<file path="src/hw/rtl/wsd_pkg.sv">
// ---------------------------------------------------------------------------
// wsd_pkg
// Shared types and constants of the weighted supersample downscaler.
// ---------------------------------------------------------------------------
`default_nettype none
package wsd_pkg;
  localparam int unsigned SampleW = 16;
  localparam int unsigned SumW    = 26;
  localparam int unsigned FactorW = 4;
  localparam int unsigned DimW    = 11;
  localparam int unsigned HeightLimit = 1024;
  localparam int unsigned MaxOutWidth = 1024;

  localparam logic [1:0] REG_FACTOR = 2'd0;
  localparam logic [1:0] REG_WIDTH  = 2'd1;
  localparam logic [1:0] REG_HEIGHT = 2'd2;

  typedef struct packed {
    logic [SampleW-1:0] sample_red;
    logic [SampleW-1:0] sample_green;
    logic [SampleW-1:0] sample_blue;
  } in_word_t;

  typedef struct packed {
    logic [SampleW-1:0] pixel_red;
    logic [SampleW-1:0] pixel_green;
    logic [SampleW-1:0] pixel_blue;
    logic               frame_end;
  } out_word_t;

  // Total weight per factor 1..8: (sum of one weight row) squared.
  function automatic logic [9:0] weight_total(input logic [3:0] f);
    case (f)
      4'd1: weight_total = 10'd1;
      4'd2: weight_total = 10'd4;
      4'd3: weight_total = 10'd16;
      4'd4: weight_total = 10'd36;
      4'd5: weight_total = 10'd100;
      4'd6: weight_total = 10'd196;
      4'd7: weight_total = 10'd484;
      4'd8: weight_total = 10'd900;
      default: weight_total = 10'd1;
    endcase
  endfunction
endpackage
`default_nettype wire

</file>
<file path="src/hw/rtl/wsd_divider.sv">
// ---------------------------------------------------------------------------
// wsd_divider
// Restoring divider: three sums by one total, one quotient bit per cycle.
// ---------------------------------------------------------------------------
`default_nettype none
module wsd_divider (
  input  wire logic                       clk,
  input  wire logic                       rst_n,
  input  wire logic                       start,
  input  wire logic [3*wsd_pkg::SumW-1:0] dividends,
  input  wire logic [9:0]                 divisor,
  input  wire logic                       frame_end,
  output logic                            busy,
  output logic                            done,
  output wsd_pkg::out_word_t              result
);
  import wsd_pkg::*;
  localparam int unsigned CntW = $clog2(SumW + 1);

  logic [SumW-1:0] quo_r [3];
  logic [SumW-1:0] quo_nxt [3];
  logic [9:0]      rem_r [3];
  logic [9:0]      rem_nxt [3];
  logic [9:0]      div_r;
  logic [CntW-1:0] cnt_r;
  logic            busy_r;
  logic            done_r;
  logic            fe_r;
  logic [10:0]     trial [3];

  always_comb begin
    for (int k = 0; k < 3; k++) begin
      trial[k] = {rem_r[k], quo_r[k][SumW-1]};
      if (trial[k] >= {1'b0, div_r}) begin
        rem_nxt[k] = 10'(trial[k] - {1'b0, div_r});
        quo_nxt[k] = {quo_r[k][SumW-2:0], 1'b1};
      end else begin
        rem_nxt[k] = trial[k][9:0];
        quo_nxt[k] = {quo_r[k][SumW-2:0], 1'b0};
      end
    end
  end

  always_ff @(posedge clk) begin
    if (!rst_n) begin
      busy_r <= 1'b0;
      done_r <= 1'b0;
      cnt_r  <= '0;
    end else begin
      done_r <= 1'b0;
      if (start) begin
        busy_r <= 1'b1;
        cnt_r  <= CntW'(SumW);
      end else if (busy_r) begin
        cnt_r <= cnt_r - 1'b1;
        if (cnt_r == CntW'(1)) begin
          busy_r <= 1'b0;
          done_r <= 1'b1;
        end
      end
    end
  end

  always_ff @(posedge clk) begin
    if (start) begin
      for (int k = 0; k < 3; k++) begin
        quo_r[k] <= dividends[(2-k)*SumW +: SumW];
        rem_r[k] <= '0;
      end
      div_r <= divisor;
      fe_r  <= frame_end;
    end else if (busy_r) begin
      for (int k = 0; k < 3; k++) begin
        quo_r[k] <= quo_nxt[k];
        rem_r[k] <= rem_nxt[k];
      end
    end
  end

  assign busy = busy_r | start;
  assign done = done_r;
  assign result.pixel_red   = quo_r[0][SampleW-1:0];
  assign result.pixel_green = quo_r[1][SampleW-1:0];
  assign result.pixel_blue  = quo_r[2][SampleW-1:0];
  assign result.frame_end   = fe_r;
endmodule
`default_nettype wire

</file>
<file path="config.mk">
export PLATFORM = sky130hd
export DESIGN_NAME = wsd_divider
export DESIGN_NICKNAME = d
export VERILOG_FILES = /design/src/hw/rtl/wsd_pkg.sv /design/src/hw/rtl/wsd_divider.sv
export SDC_FILE = /design/constraint.sdc
export NUM_CORES = 1
export LEC_CHECK = 0
export BUFFER_PORTS_ARGS = -buffer_cell sky130_fd_sc_hd__buf_2
export CORE_ASPECT_RATIO = 0.6
export CORE_MARGIN = 2
export CORE_UTILIZATION = 30
export DETAILED_ROUTE_END_ITERATION = 12
export PLACE_DENSITY_LB_ADDON = 0.15
export SLEW_MARGIN = 20
export SYNTH_ARGS = -nofsm -noshare
export SYNTH_HDL_FRONTEND = slang
export SYNTH_SLANG_ARGS = --single-unit
</file>
<file path="constraint.sdc">
create_clock -name clk -period 5.3 [get_ports clk]
set_input_delay 0.53 -clock clk [delete_from_list [all_inputs] [get_ports clk]]
set_output_delay 0.53 -clock clk [all_outputs]
set_load 0.01 [all_outputs]
</file>
==> reports/results.ini <==
[power]
p_sw_uw=836
p_clk_frac=0.372
p_int_mw=2.12
p_sw_frac=0.283
power.leakage_nw=3.76
power_density_nw_per_um2=353
seqPwrFrac=0.425
p_comb_frac=0.204
max-vdd-ir-drop_mv=0.244

[critical_path]
crit_fanout=13
crit_slowest_cell=a21oi_2
slowest_delay_ps=650
end_kind=flop
startpoint_type=flop
crit_chain=inv_1 -> ha_1 -> nand2b_1 -> a211oi_2 -> o21ai_1 -> a21oi_2 -> mux2i_1 -> nor2_1
cp.required_ps=5440
critPathArrivalTime_ps=2920
path_class=flop to flop

[placed_design]
place_area_um2=7850
dp_cells=1121
port-buffer-count=142
post-dp-hpwl_um=11900
gp_congestion=0.746

[cts]
cts_buffers=17
postCtsHoldBufs=0
cts_sinks=126
root_buffer=clkbuf_16
cts_resized=0
clk_pin_slew_ps=60
clk_path_buf_depth=2
tritoncts=done
htreeDepth=4
post_cts_buffers=0
clk_latency_ps=420

[floorplan]
ioPinCount=143
die_x_um=204
die_h_um=124
start_util=0.308
design.core.area_um2=23300
rows=43
die_area_um2=25300

[cells_and_area]
final_cells=1153
layout-area-overhead-vs-synth_pct=16.5
drive_above_1_share=0.229
fin_area_um2=8390
fin_nets=952
fin_util=0.359
antenna_cells=0

[detailed_routing]
ant_nets=0
viasPerCell=4.45
wl_per_cell_um=15.1
drc=0
wl_um=17400
vias=5133
firstDrtPassIters=4
first_iter_violations=298

[synth]
synthFlopType=edfxtp_1
synthTopCellsByArea=edfxtp_1 (50%), nand2_1 (13%), ha_1 (5.6%)
ys_seq_area_frac=0.516
synth_cell_types=60
syn-num-nets=862
netlist_area_um2=7200
avgSynthCellArea_um2=9.79
ys_warn_count=0
postSynthCellCount=735
yosys.area.top_type=edfxtp_1
synth_top_cell_area_share=0.496
synth_edf_count=119
synth_seq_cells=126
synthArstFlopShare=0

[timing]
slew-limit-headroom=0.365
fin_crit_sh=0.524
hold_slack_ps=287
fin_crit_ps=2780
worst_pin_slew_ps=953
hold_violations=0
skew_ps=12.0
rsz0062_at_grt=false
setup_viol=0
finalSetupTns_ps=0
max_freq_mhz=360
final_max_slew_viol_count=0

[status]
status=completed

[grt]
grt_pass1_vias=4898
antenna_found_initial=1
grtUsageTotal=0.140
grt_pass1_wl_um=26700
overflow=0
grt_max_degree=84

[flow_run]
cap_viol_max_count=0

[hold_path]
hold_class=primary input to flop

## metrics by stage
stage	setup slack, ps	power, mW
2_1_floorplan	2800	1.76
3_3_place_gp	2440	1.89
3_5_place_dp	2440	1.88
4_1_cts	2470	3.00
5_1_grt	2200	3.11
6_report	2520	2.96
## Yosys cell counts, types with 3 or more instances
cell      count
a21oi_1      21
buf_1         3
mux2i_1      19
a211oi_1      7
nor2_1       48
buf_4        50
inv_1        26
clkbuf_1     17
o211ai_1      4
ha_1         32
nand2_1     251
nand3_1      12
dfxtp_1       7
xnor2_1      17
nor4_1        3
nor3_1        7
o21ai_0       7
nor2b_1       9
nand2b_1     12
a211oi_2      3
fa_1          3
edfxtp_1    119
a21o_1        4
xor2_1        3
o31a_1        3
## layout make-up
type | instances | area (µm²)
clock buffer | 24 | 472
clock inverter | 8 | 68.8
fill | 2437 | 15000
inverter | 26 | 97.6
multi-input combinational | 508 | 2900
sequential | 126 | 3710
tap | 315 | 394
timing repair buffer | 146 | 741
## layer usage
| layer | share of wire | track usage | vias up | routed length, µm |
|---|---|---|---|---|
| li1 | - | - | 2639 | - |
| met1 | 0.55 | 0.217 | 2388 | 9560 |
| met2 | 0.39 | 0.184 | 92 | 6700 |
| met3 | 0.053 | 0.0403 | 14 | 926 |
| met4 | 0.0098 | 0.0394 | 0 | 171 |
| met5 | 0 | 0 | - | 0 |
## flip-flops by register name, summed over array words and instances (netlist names)
| name | flops |
|---|---|
| busy_r | 1 |
| cnt_r | 5 |
| div_r | 10 |
| done | 1 |
| fe_r | 1 |
| quo_r | 78 |
| rem_r | 30 |
## cells in the final DEF (no fill, tap or decap), drive strengths merged, types with 4 or more instances in the layout
| cell | synthesis | layout |
|---|---|---|
| xnor2 | 17 | 17 |
| mux2i | 19 | 19 |
| buf | 58 | 146 |
| a21o | 6 | 6 |
| edfxtp | 119 | 119 |
| nor3 | 7 | 7 |
| dfxtp | 7 | 7 |
| nand3 | 12 | 12 |
| clkinv | 0 | 5 |
| a211oi | 11 | 11 |
| ha | 32 | 32 |
| o21ai | 9 | 9 |
| nand2 | 252 | 252 |
| nand2b | 12 | 12 |
| o211ai | 4 | 4 |
| nor2 | 50 | 50 |
| inv | 26 | 26 |
| a21oi | 23 | 23 |
| nor2b | 9 | 9 |
| clkbuf | 17 | 24 |
## logic make-up (layout without fill, tap and decap cells)
group | after synthesis | in the layout | share of synthesized area
compound gates | 73 | 73 | 0.0749
fa+ha+maj | 35 | 35 | 0.0640
xor+xnor | 20 | 20 | 0.0243
buf+inv | 101 | 204 | 0.0834
mux | 20 | 20 | 0.0280
flops | 126 | 126 | 0.516
simple gates | 360 | 360 | 0.209
## final timing paths
| kind | start | endpoint | slack [ps] | cells after the start |
|---|---|---|---|---|
| min reg2reg | quo_r[0][50] | quo_r[0][51] | 500 | 2 |
| max | div_r[1] | rem_r[0][12] | 2520 | 8 |
| min | frame_end | fe_r | 290 | 1 |
| max reg2reg | div_r[1] | rem_r[0][12] | 2520 | 8 |
## power by group through the flow
stage / Combinational (mW) / Sequential [mW] / Clock (mW)
final: 0.603 / 1.26 / 1.10
after global routing: 0.682 / 1.27 / 1.16
after CTS: 0.609 / 1.26 / 1.13
after detailed placement: 0.605 / 1.28 / 0
after global placement: 0.612 / 1.28 / 0
after floorplan: 0.497 / 1.26 / 0
## critical path: cells and delay by family, from the launching register on
kind / cells / cell delay (ps)
compound gates: 3 / 1130
flops: 1 / 490
buf+inv: 1 / 150
mux: 1 / 270
fa+ha+maj: 1 / 320
simple gates: 2 / 140
Power figures use the tool's default switching activity.
