### src/hw/rtl/wsd_ram.sv
// ---------------------------------------------------------------------------
// wsd_ram
// Generic single-port-write, single-port-read RAM with registered read.
// ---------------------------------------------------------------------------
`default_nettype none
module wsd_ram #(
  parameter int unsigned WIDTH = 8,
  parameter int unsigned DEPTH = 16
) (
  input  wire logic                     clk,
  input  wire logic                     wr_en,
  input  wire logic [$clog2(DEPTH)-1:0] wr_addr,
  input  wire logic [WIDTH-1:0]         wr_data,
  input  wire logic [$clog2(DEPTH)-1:0] rd_addr,
  output logic      [WIDTH-1:0]         rd_data
);
  logic [WIDTH-1:0] mem [DEPTH];
  always_ff @(posedge clk) begin
    if (wr_en) mem[wr_addr] <= wr_data;
    rd_data <= mem[rd_addr];
  end
endmodule
`default_nettype wire

### config.mk
export PLATFORM = sky130hd
export DESIGN_NAME = wsd_ram
export DESIGN_NICKNAME = d
export VERILOG_FILES = /design/src/hw/rtl/wsd_ram.sv
export SDC_FILE = /design/constraint.sdc
export NUM_CORES = 1
export LEC_CHECK = 0
export ABC_AREA = 1
export BUFFER_PORTS_ARGS = -buffer_cell sky130_fd_sc_hd__buf_4
export CAP_MARGIN = 10
export CORE_ASPECT_RATIO = 0.75
export CORE_MARGIN = 10
export CORE_UTILIZATION = 35
export CTS_CLUSTER_DIAMETER = 120
export CTS_CLUSTER_SIZE = 28
export DETAILED_ROUTE_END_ITERATION = 12
export HOLD_SLACK_MARGIN = 0.15
export PLACE_DENSITY_LB_ADDON = 0.05
export SLEW_MARGIN = 40
export SYNTH_ARGS = -nofsm -noshare
export SYNTH_HDL_FRONTEND = slang
export SYNTH_SLANG_ARGS = --single-unit
### constraint.sdc
create_clock -name clk -period 2.66 [get_ports clk]
set_input_delay 0 -clock clk [delete_from_list [all_inputs] [get_ports clk]]
set_output_delay 0 -clock clk [all_outputs]
set_load 0.05 [all_outputs]
==> results_dict.tcl, run 1 <==
set metrics [dict create \
    critPathRequiredTime_ps 2960 \
    nets 606 \
    synth_seq_area_share_pct 69.43 \
    hp-start "wr_addr[3]" \
    finalHoldViolations 0 \
    final.min_clock_period_ps 2288 \
    grt_pass1_wl_um 22180 \
    htree_levels 4 \
    syn_area_sq_um 5767 \
    multiInputGateArea_sq_um 1224 \
    utilization_pct 42.73 \
    die_area_sq_um 22060 \
    ys.flop_type "edfxtp_1" \
    drt-initial-drc-count 369 \
    n_fill_cell 1526 \
    power-per-cell-area_nw_per_um2 775.2 \
    syn_inst 551 \
    synth_area_per_cell_sq_um 10.47 \
    dp.final_hpwl_um 9004 \
    antenna_found_initial 0 \
    initial_utilization_pct 35.90 \
    leakage_nw 2.907 \
    clock-sinks 136 \
    routed_via_density 4.494 \
    tightest_slew_ps 851.9 \
    clk_pin_slew_ps 60 \
    vias 3645 \
    synth_top_area_cell "edfxtp_1" \
    place.port_buffers 25 \
    finalSetupViolations 0 \
    grt_pass1_vias 3539 \
    pin_count 26 \
    grt_remaining_overflow 0 \
    synth_top_cells_by_area "edfxtp_1, nand2_1, nand3_1, inv_1, dfxtp_1" \
    finalMaxSlewViolations 0 \
    coreArea_sq_um 16070 \
    ys_ff_latch 136 \
    wl_per_cell_um 17.95 \
    drt_pass1_iterations 5 \
    routabilityCongestion 0.7644 \
    max_slew_margin_pct 43.00 \
    hold_path_class "in2reg" \
    ant_nets 0 \
    reg2reg_from "mem[9][7]" \
    end_kind "flip-flop" \
    fp.dieW_um 168.2 \
    crit_path_start_kind "input port" \
    fin_crit_sh_pct 86.00 \
    skew_ps 5.984 \
    layout-drive-gt1-share_pct 10.82 \
    die_y_um 131.2 \
    criticalPathCategory "in2reg" \
    diodes 0 \
    rows 40 \
    ys_types 12 \
    fin_setup_tns_ps 0 \
    rsz0062_at_grt "no" \
    cap_violations 0 \
    areaGrowthSynthToFinish_pct 19.05 \
    synth_edf_count 128 \
    cp.arrival_ps 2590 \
    holdWs_ps 188.2 \
    post-synth-top-count-cell "nand2_1" \
    synth_fp_nets 569 \
    clock_latency_ps 420 \
    cp_max_fo 17 \
    grt_max_degree 43 \
    cts_tree "yes" \
    max_freq_mhz 437.2 \
    status "completed" \
    root_buffer "clkbuf_16" \
    yosysWarnings 0 \
    drc 0 \
    synthTopCellsByCount "nand2_1, edfxtp_1, inv_1" \
    async_flop_share_pct 0 \
    clock_tree.buffer_depth 2 \
    track_usage_pct 13.45 \
    seqCellArea_sq_um 4004 \
    cts_resized 0 \
    cts_buffers 17 \
    peakVddDrop_v 0.0004159 \
    wirelength_um 14560 \
    synth_top_area_share_pct 66.65 \
    crit_start "rd_addr[2]" \
]
logic make-up after synthesis:
family | count (synthesis) | share of synthesized area [%]
DFF | 136 | 69.43
and+or+nand+nor | 289 | 21.05
buffers and inverters | 126 | 9.525
cells in the final DEF, fill, tap and decap left out, drive strengths merged:
master,count
nand2,173
edfxtp,128
inv,102
nand3,97
buf,30
clkbuf,18
nor2,17
dlygate4sd3,12
dfxtp,8
bufinv,5
clkinvlp,5
clkinv,4
nand3b,2
repair_timing:
item / 4_1_cts / 5_1_grt
setup buffers: 0 / 0
hold buffers: 12 / 0
hold endpoints to repair: 136 / 0
setup endpoints to repair: 0 / 0
critical path, stage by stage:
cell and delay (ps):
dlygate4sd3_1 540, buf_4 210, inv_1 420, nand3_1 180, nand3_1 90, dlygate4sd3_1 540, nand2_1 50, dlygate4sd3_1 550
stage by stage:
step	instances	worst slack, ps	cell area (sq um)	total power, W
3_3_place_gp	767	1123	6101	0.002816
4_1_cts	811	405.2	6860	0.005370
2_1_floorplan	551	1709	5767	0.002670
6_report	811	372.5	6865	0.005322
5_1_grt	811	304.8	6865	0.005503
3_5_place_dp	767	1145	6106	0.002818
sequential cells by signal (all words and copies together), names as in the netlist:
register / cells
mem: 128
rd_data: 8
final timing paths:
kind | to | slack [ps] | depth (start not counted)
max | rd_data[7] | 370 | 8
min reg2reg | rd_data[4] | 690 | 6
max reg2reg | rd_data[7] | 610 | 8
min | mem[2][5] | 190 | 4
metal layers:
metal  part of all wire [%]  track usage, %  wire, um
met3                    5.6           3.695       819
met1                     54           21.01      7873
met5                      0               0         0
met2                     40           17.15      5772
met4                   0.62           4.054        90
report_power, final:
group          internal, W  total, W  switching, W
clock network      0.00165   0.00254      0.000887
registers          0.00240   0.00241     0.0000155
logic             0.000108  0.000373      0.000265
total              0.00415   0.00532       0.00117
layout make-up:
| cell class | count | area share, % |
|---|---|---|
| clock buffers | 18 | 6.251 |
| clock inverters | 14 | 2.989 |
| multi-input cells | 289 | 17.82 |
| repair buffers | 42 | 5.212 |
| well taps | 210 | 3.827 |
| flip-flops and latches | 136 | 58.32 |
| inverters | 102 | 5.577 |
(Power assumes the default switching activity.)
==> inputs of run 2 (changes only) <==
--- a/config.mk
+++ b/config.mk
@@ -21,2 +21,3 @@
 export SYNTH_HDL_FRONTEND = slang
 export SYNTH_SLANG_ARGS = --single-unit
+export TNS_END_PERCENT = 1
==> constraint.sdc (replaced) <==
create_clock -name clk -period 2.66 [get_ports clk]
set_input_delay 0.399 -clock clk [delete_from_list [all_inputs] [get_ports clk]]
set_output_delay 0.399 -clock clk [all_outputs]
set_load 0.05 [all_outputs]
==> run 2 against run 1 <==
  * Wire length up 4.5%
  * Highest routed layer unchanged
  * Critical path type unchanged
  * Clock power down 13%
  * Critical endpoint is now mem[5][0]
  * Largest cell class unchanged
  * Non-clock buffer count down 9
==> results_dict.tcl, run 2 (same netlist as run 1, synthesis figures left out) <==
set metrics [dict create \
    initial_utilization_pct 35.90 \
    drt_pass1_iterations 5 \
    holdWs_ps 306.9 \
    critPathRequiredTime_ps 2700 \
    finalHoldViolations 0 \
    leakage_nw 2.845 \
    fp.dieW_um 168.2 \
    cts_resized 0 \
    largest_reg_flops 128 \
    areaGrowthSynthToFinish_pct 15.86 \
    cp_max_fo 8 \
    status "completed" \
    grt_max_degree 49 \
    htree_levels 4 \
    largestRegisters "mem x128, rd_data x8" \
    max_freq_mhz 680.1 \
    wirelength_um 15210 \
    fin_ws_ps 1190 \
    antenna_found_initial 0 \
    finalMaxSlewViolations 0 \
    final_cell_mix "nand2_1, edfxtp_1, inv_1" \
    nets 597 \
    routabilityCongestion 0.7966 \
    criticalPathCategory "in2reg" \
    drt-initial-drc-count 364 \
    crit_path_start_kind "input port" \
    largest_register "mem" \
    track_usage_pct 14.20 \
    routed_via_density 4.653 \
    cp_slowest_cell "nor2_1" \
    grt_remaining_overflow 0 \
    clock_tree.buffer_depth 2 \
    grt_pass1_vias 3716 \
    ant_nets 0 \
    clk_pin_slew_ps 50 \
    layout_commonest_cell "nand2_1" \
    finalSetupViolations 0 \
    cts_buffers 17 \
    coreArea_sq_um 16070 \
    cts_tree "yes" \
    peakVddDrop_v 0.0004152 \
    end_kind "flip-flop" \
    grt_pass1_wl_um 23410 \
    path_cells "buf_4, nand3b_1, nor2_1" \
    cp.arrival_ps 1510 \
    clock-sinks 136 \
    layout-drive-gt1-share_pct 11.15 \
    place.port_buffers 25 \
    dp.final_hpwl_um 9564 \
    vias 3736 \
    power-per-cell-area_nw_per_um2 746.9 \
    fin_crit_sh_pct 55.28 \
    root_buffer "clkbuf_16" \
    fin_setup_tns_ps 0 \
    utilization_pct 41.59 \
    tightest_slew_ps 762.3 \
    max_slew_margin_pct 49.00 \
    pre_cts_slack_ps 733.2 \
    final.min_clock_period_ps 1470 \
    cts_setup_buffers 0 \
    skew_ps 12.62 \
    hold_path_class "in2reg" \
    clock_latency_ps 420 \
    rsz0062_at_grt "no" \
    die_y_um 131.2 \
    die_area_sq_um 22060 \
    pin_count 26 \
    rows 40 \
    drc 0 \
    cap_violations 0 \
    cts_hold_buf 0 \
    cpPeakStageDelay_ps 670 \
    wl_per_cell_um 18.94 \
]
[run 2: area by class of cell]
cell class,instances,area [sq um]
Antenna cell,1,2.502
Clock buffer,29,510.5
Clock inverter,3,40.04
Fill cell,1569,9384
Inverter,102,382.9
Multi-Input combinational cell,289,1231
Sequential cell,136,4004
Tap cell,210,262.8
Timing Repair Buffer,33,247.7
[run 2: routing by layer]
| metal | track usage (%) | vias to the layer above | share of wire (%) |
|---|---|---|---|
| met1 | 21.77 | 1801 | 54 |
| li1 | - | 1835 | - |
| met4 | 4.585 | 0 | 0.97 |
| met3 | 3.576 | 10 | 5.1 |
| met2 | 18.71 | 90 | 40 |
| met5 | 0 | - | 0 |
[run 2: path summary, 6_finish.rpt]
kind	start	endpoint	slack, ps	depth (start not counted)
setup / recovery	wr_addr[3]	mem[5][0]	1190	3
hold / removal	rd_addr[3]	rd_data[3]	310	3
setup reg to reg	mem[7][0]	rd_data[0]	1610	6
hold reg to reg	mem[10][3]	rd_data[3]	660	6
[run 2: worst max-delay path, delay by kind of cell]
kind / cells / cell delay, ps
simple gates: 2 / 990
buf+inv: 1 / 120
[run 2: metrics by stage]
stage	instances	area [sq um]	power, W
floorplan	551	5767	0.002670
global placement	770	6111	0.002823
detailed placement	770	6116	0.002824
CTS	802	6666	0.005027
global route	802	6679	0.005165
finish	803	6681	0.004990
[run 2: power breakdown]
group / internal, W / total, W / switching (W)
logic: 0.0000946 / 0.000359 / 0.000265
registers: 0.00240 / 0.00242 / 0.0000201
clock network: 0.00138 / 0.00221 / 0.000830
total: 0.00388 / 0.00499 / 0.00111
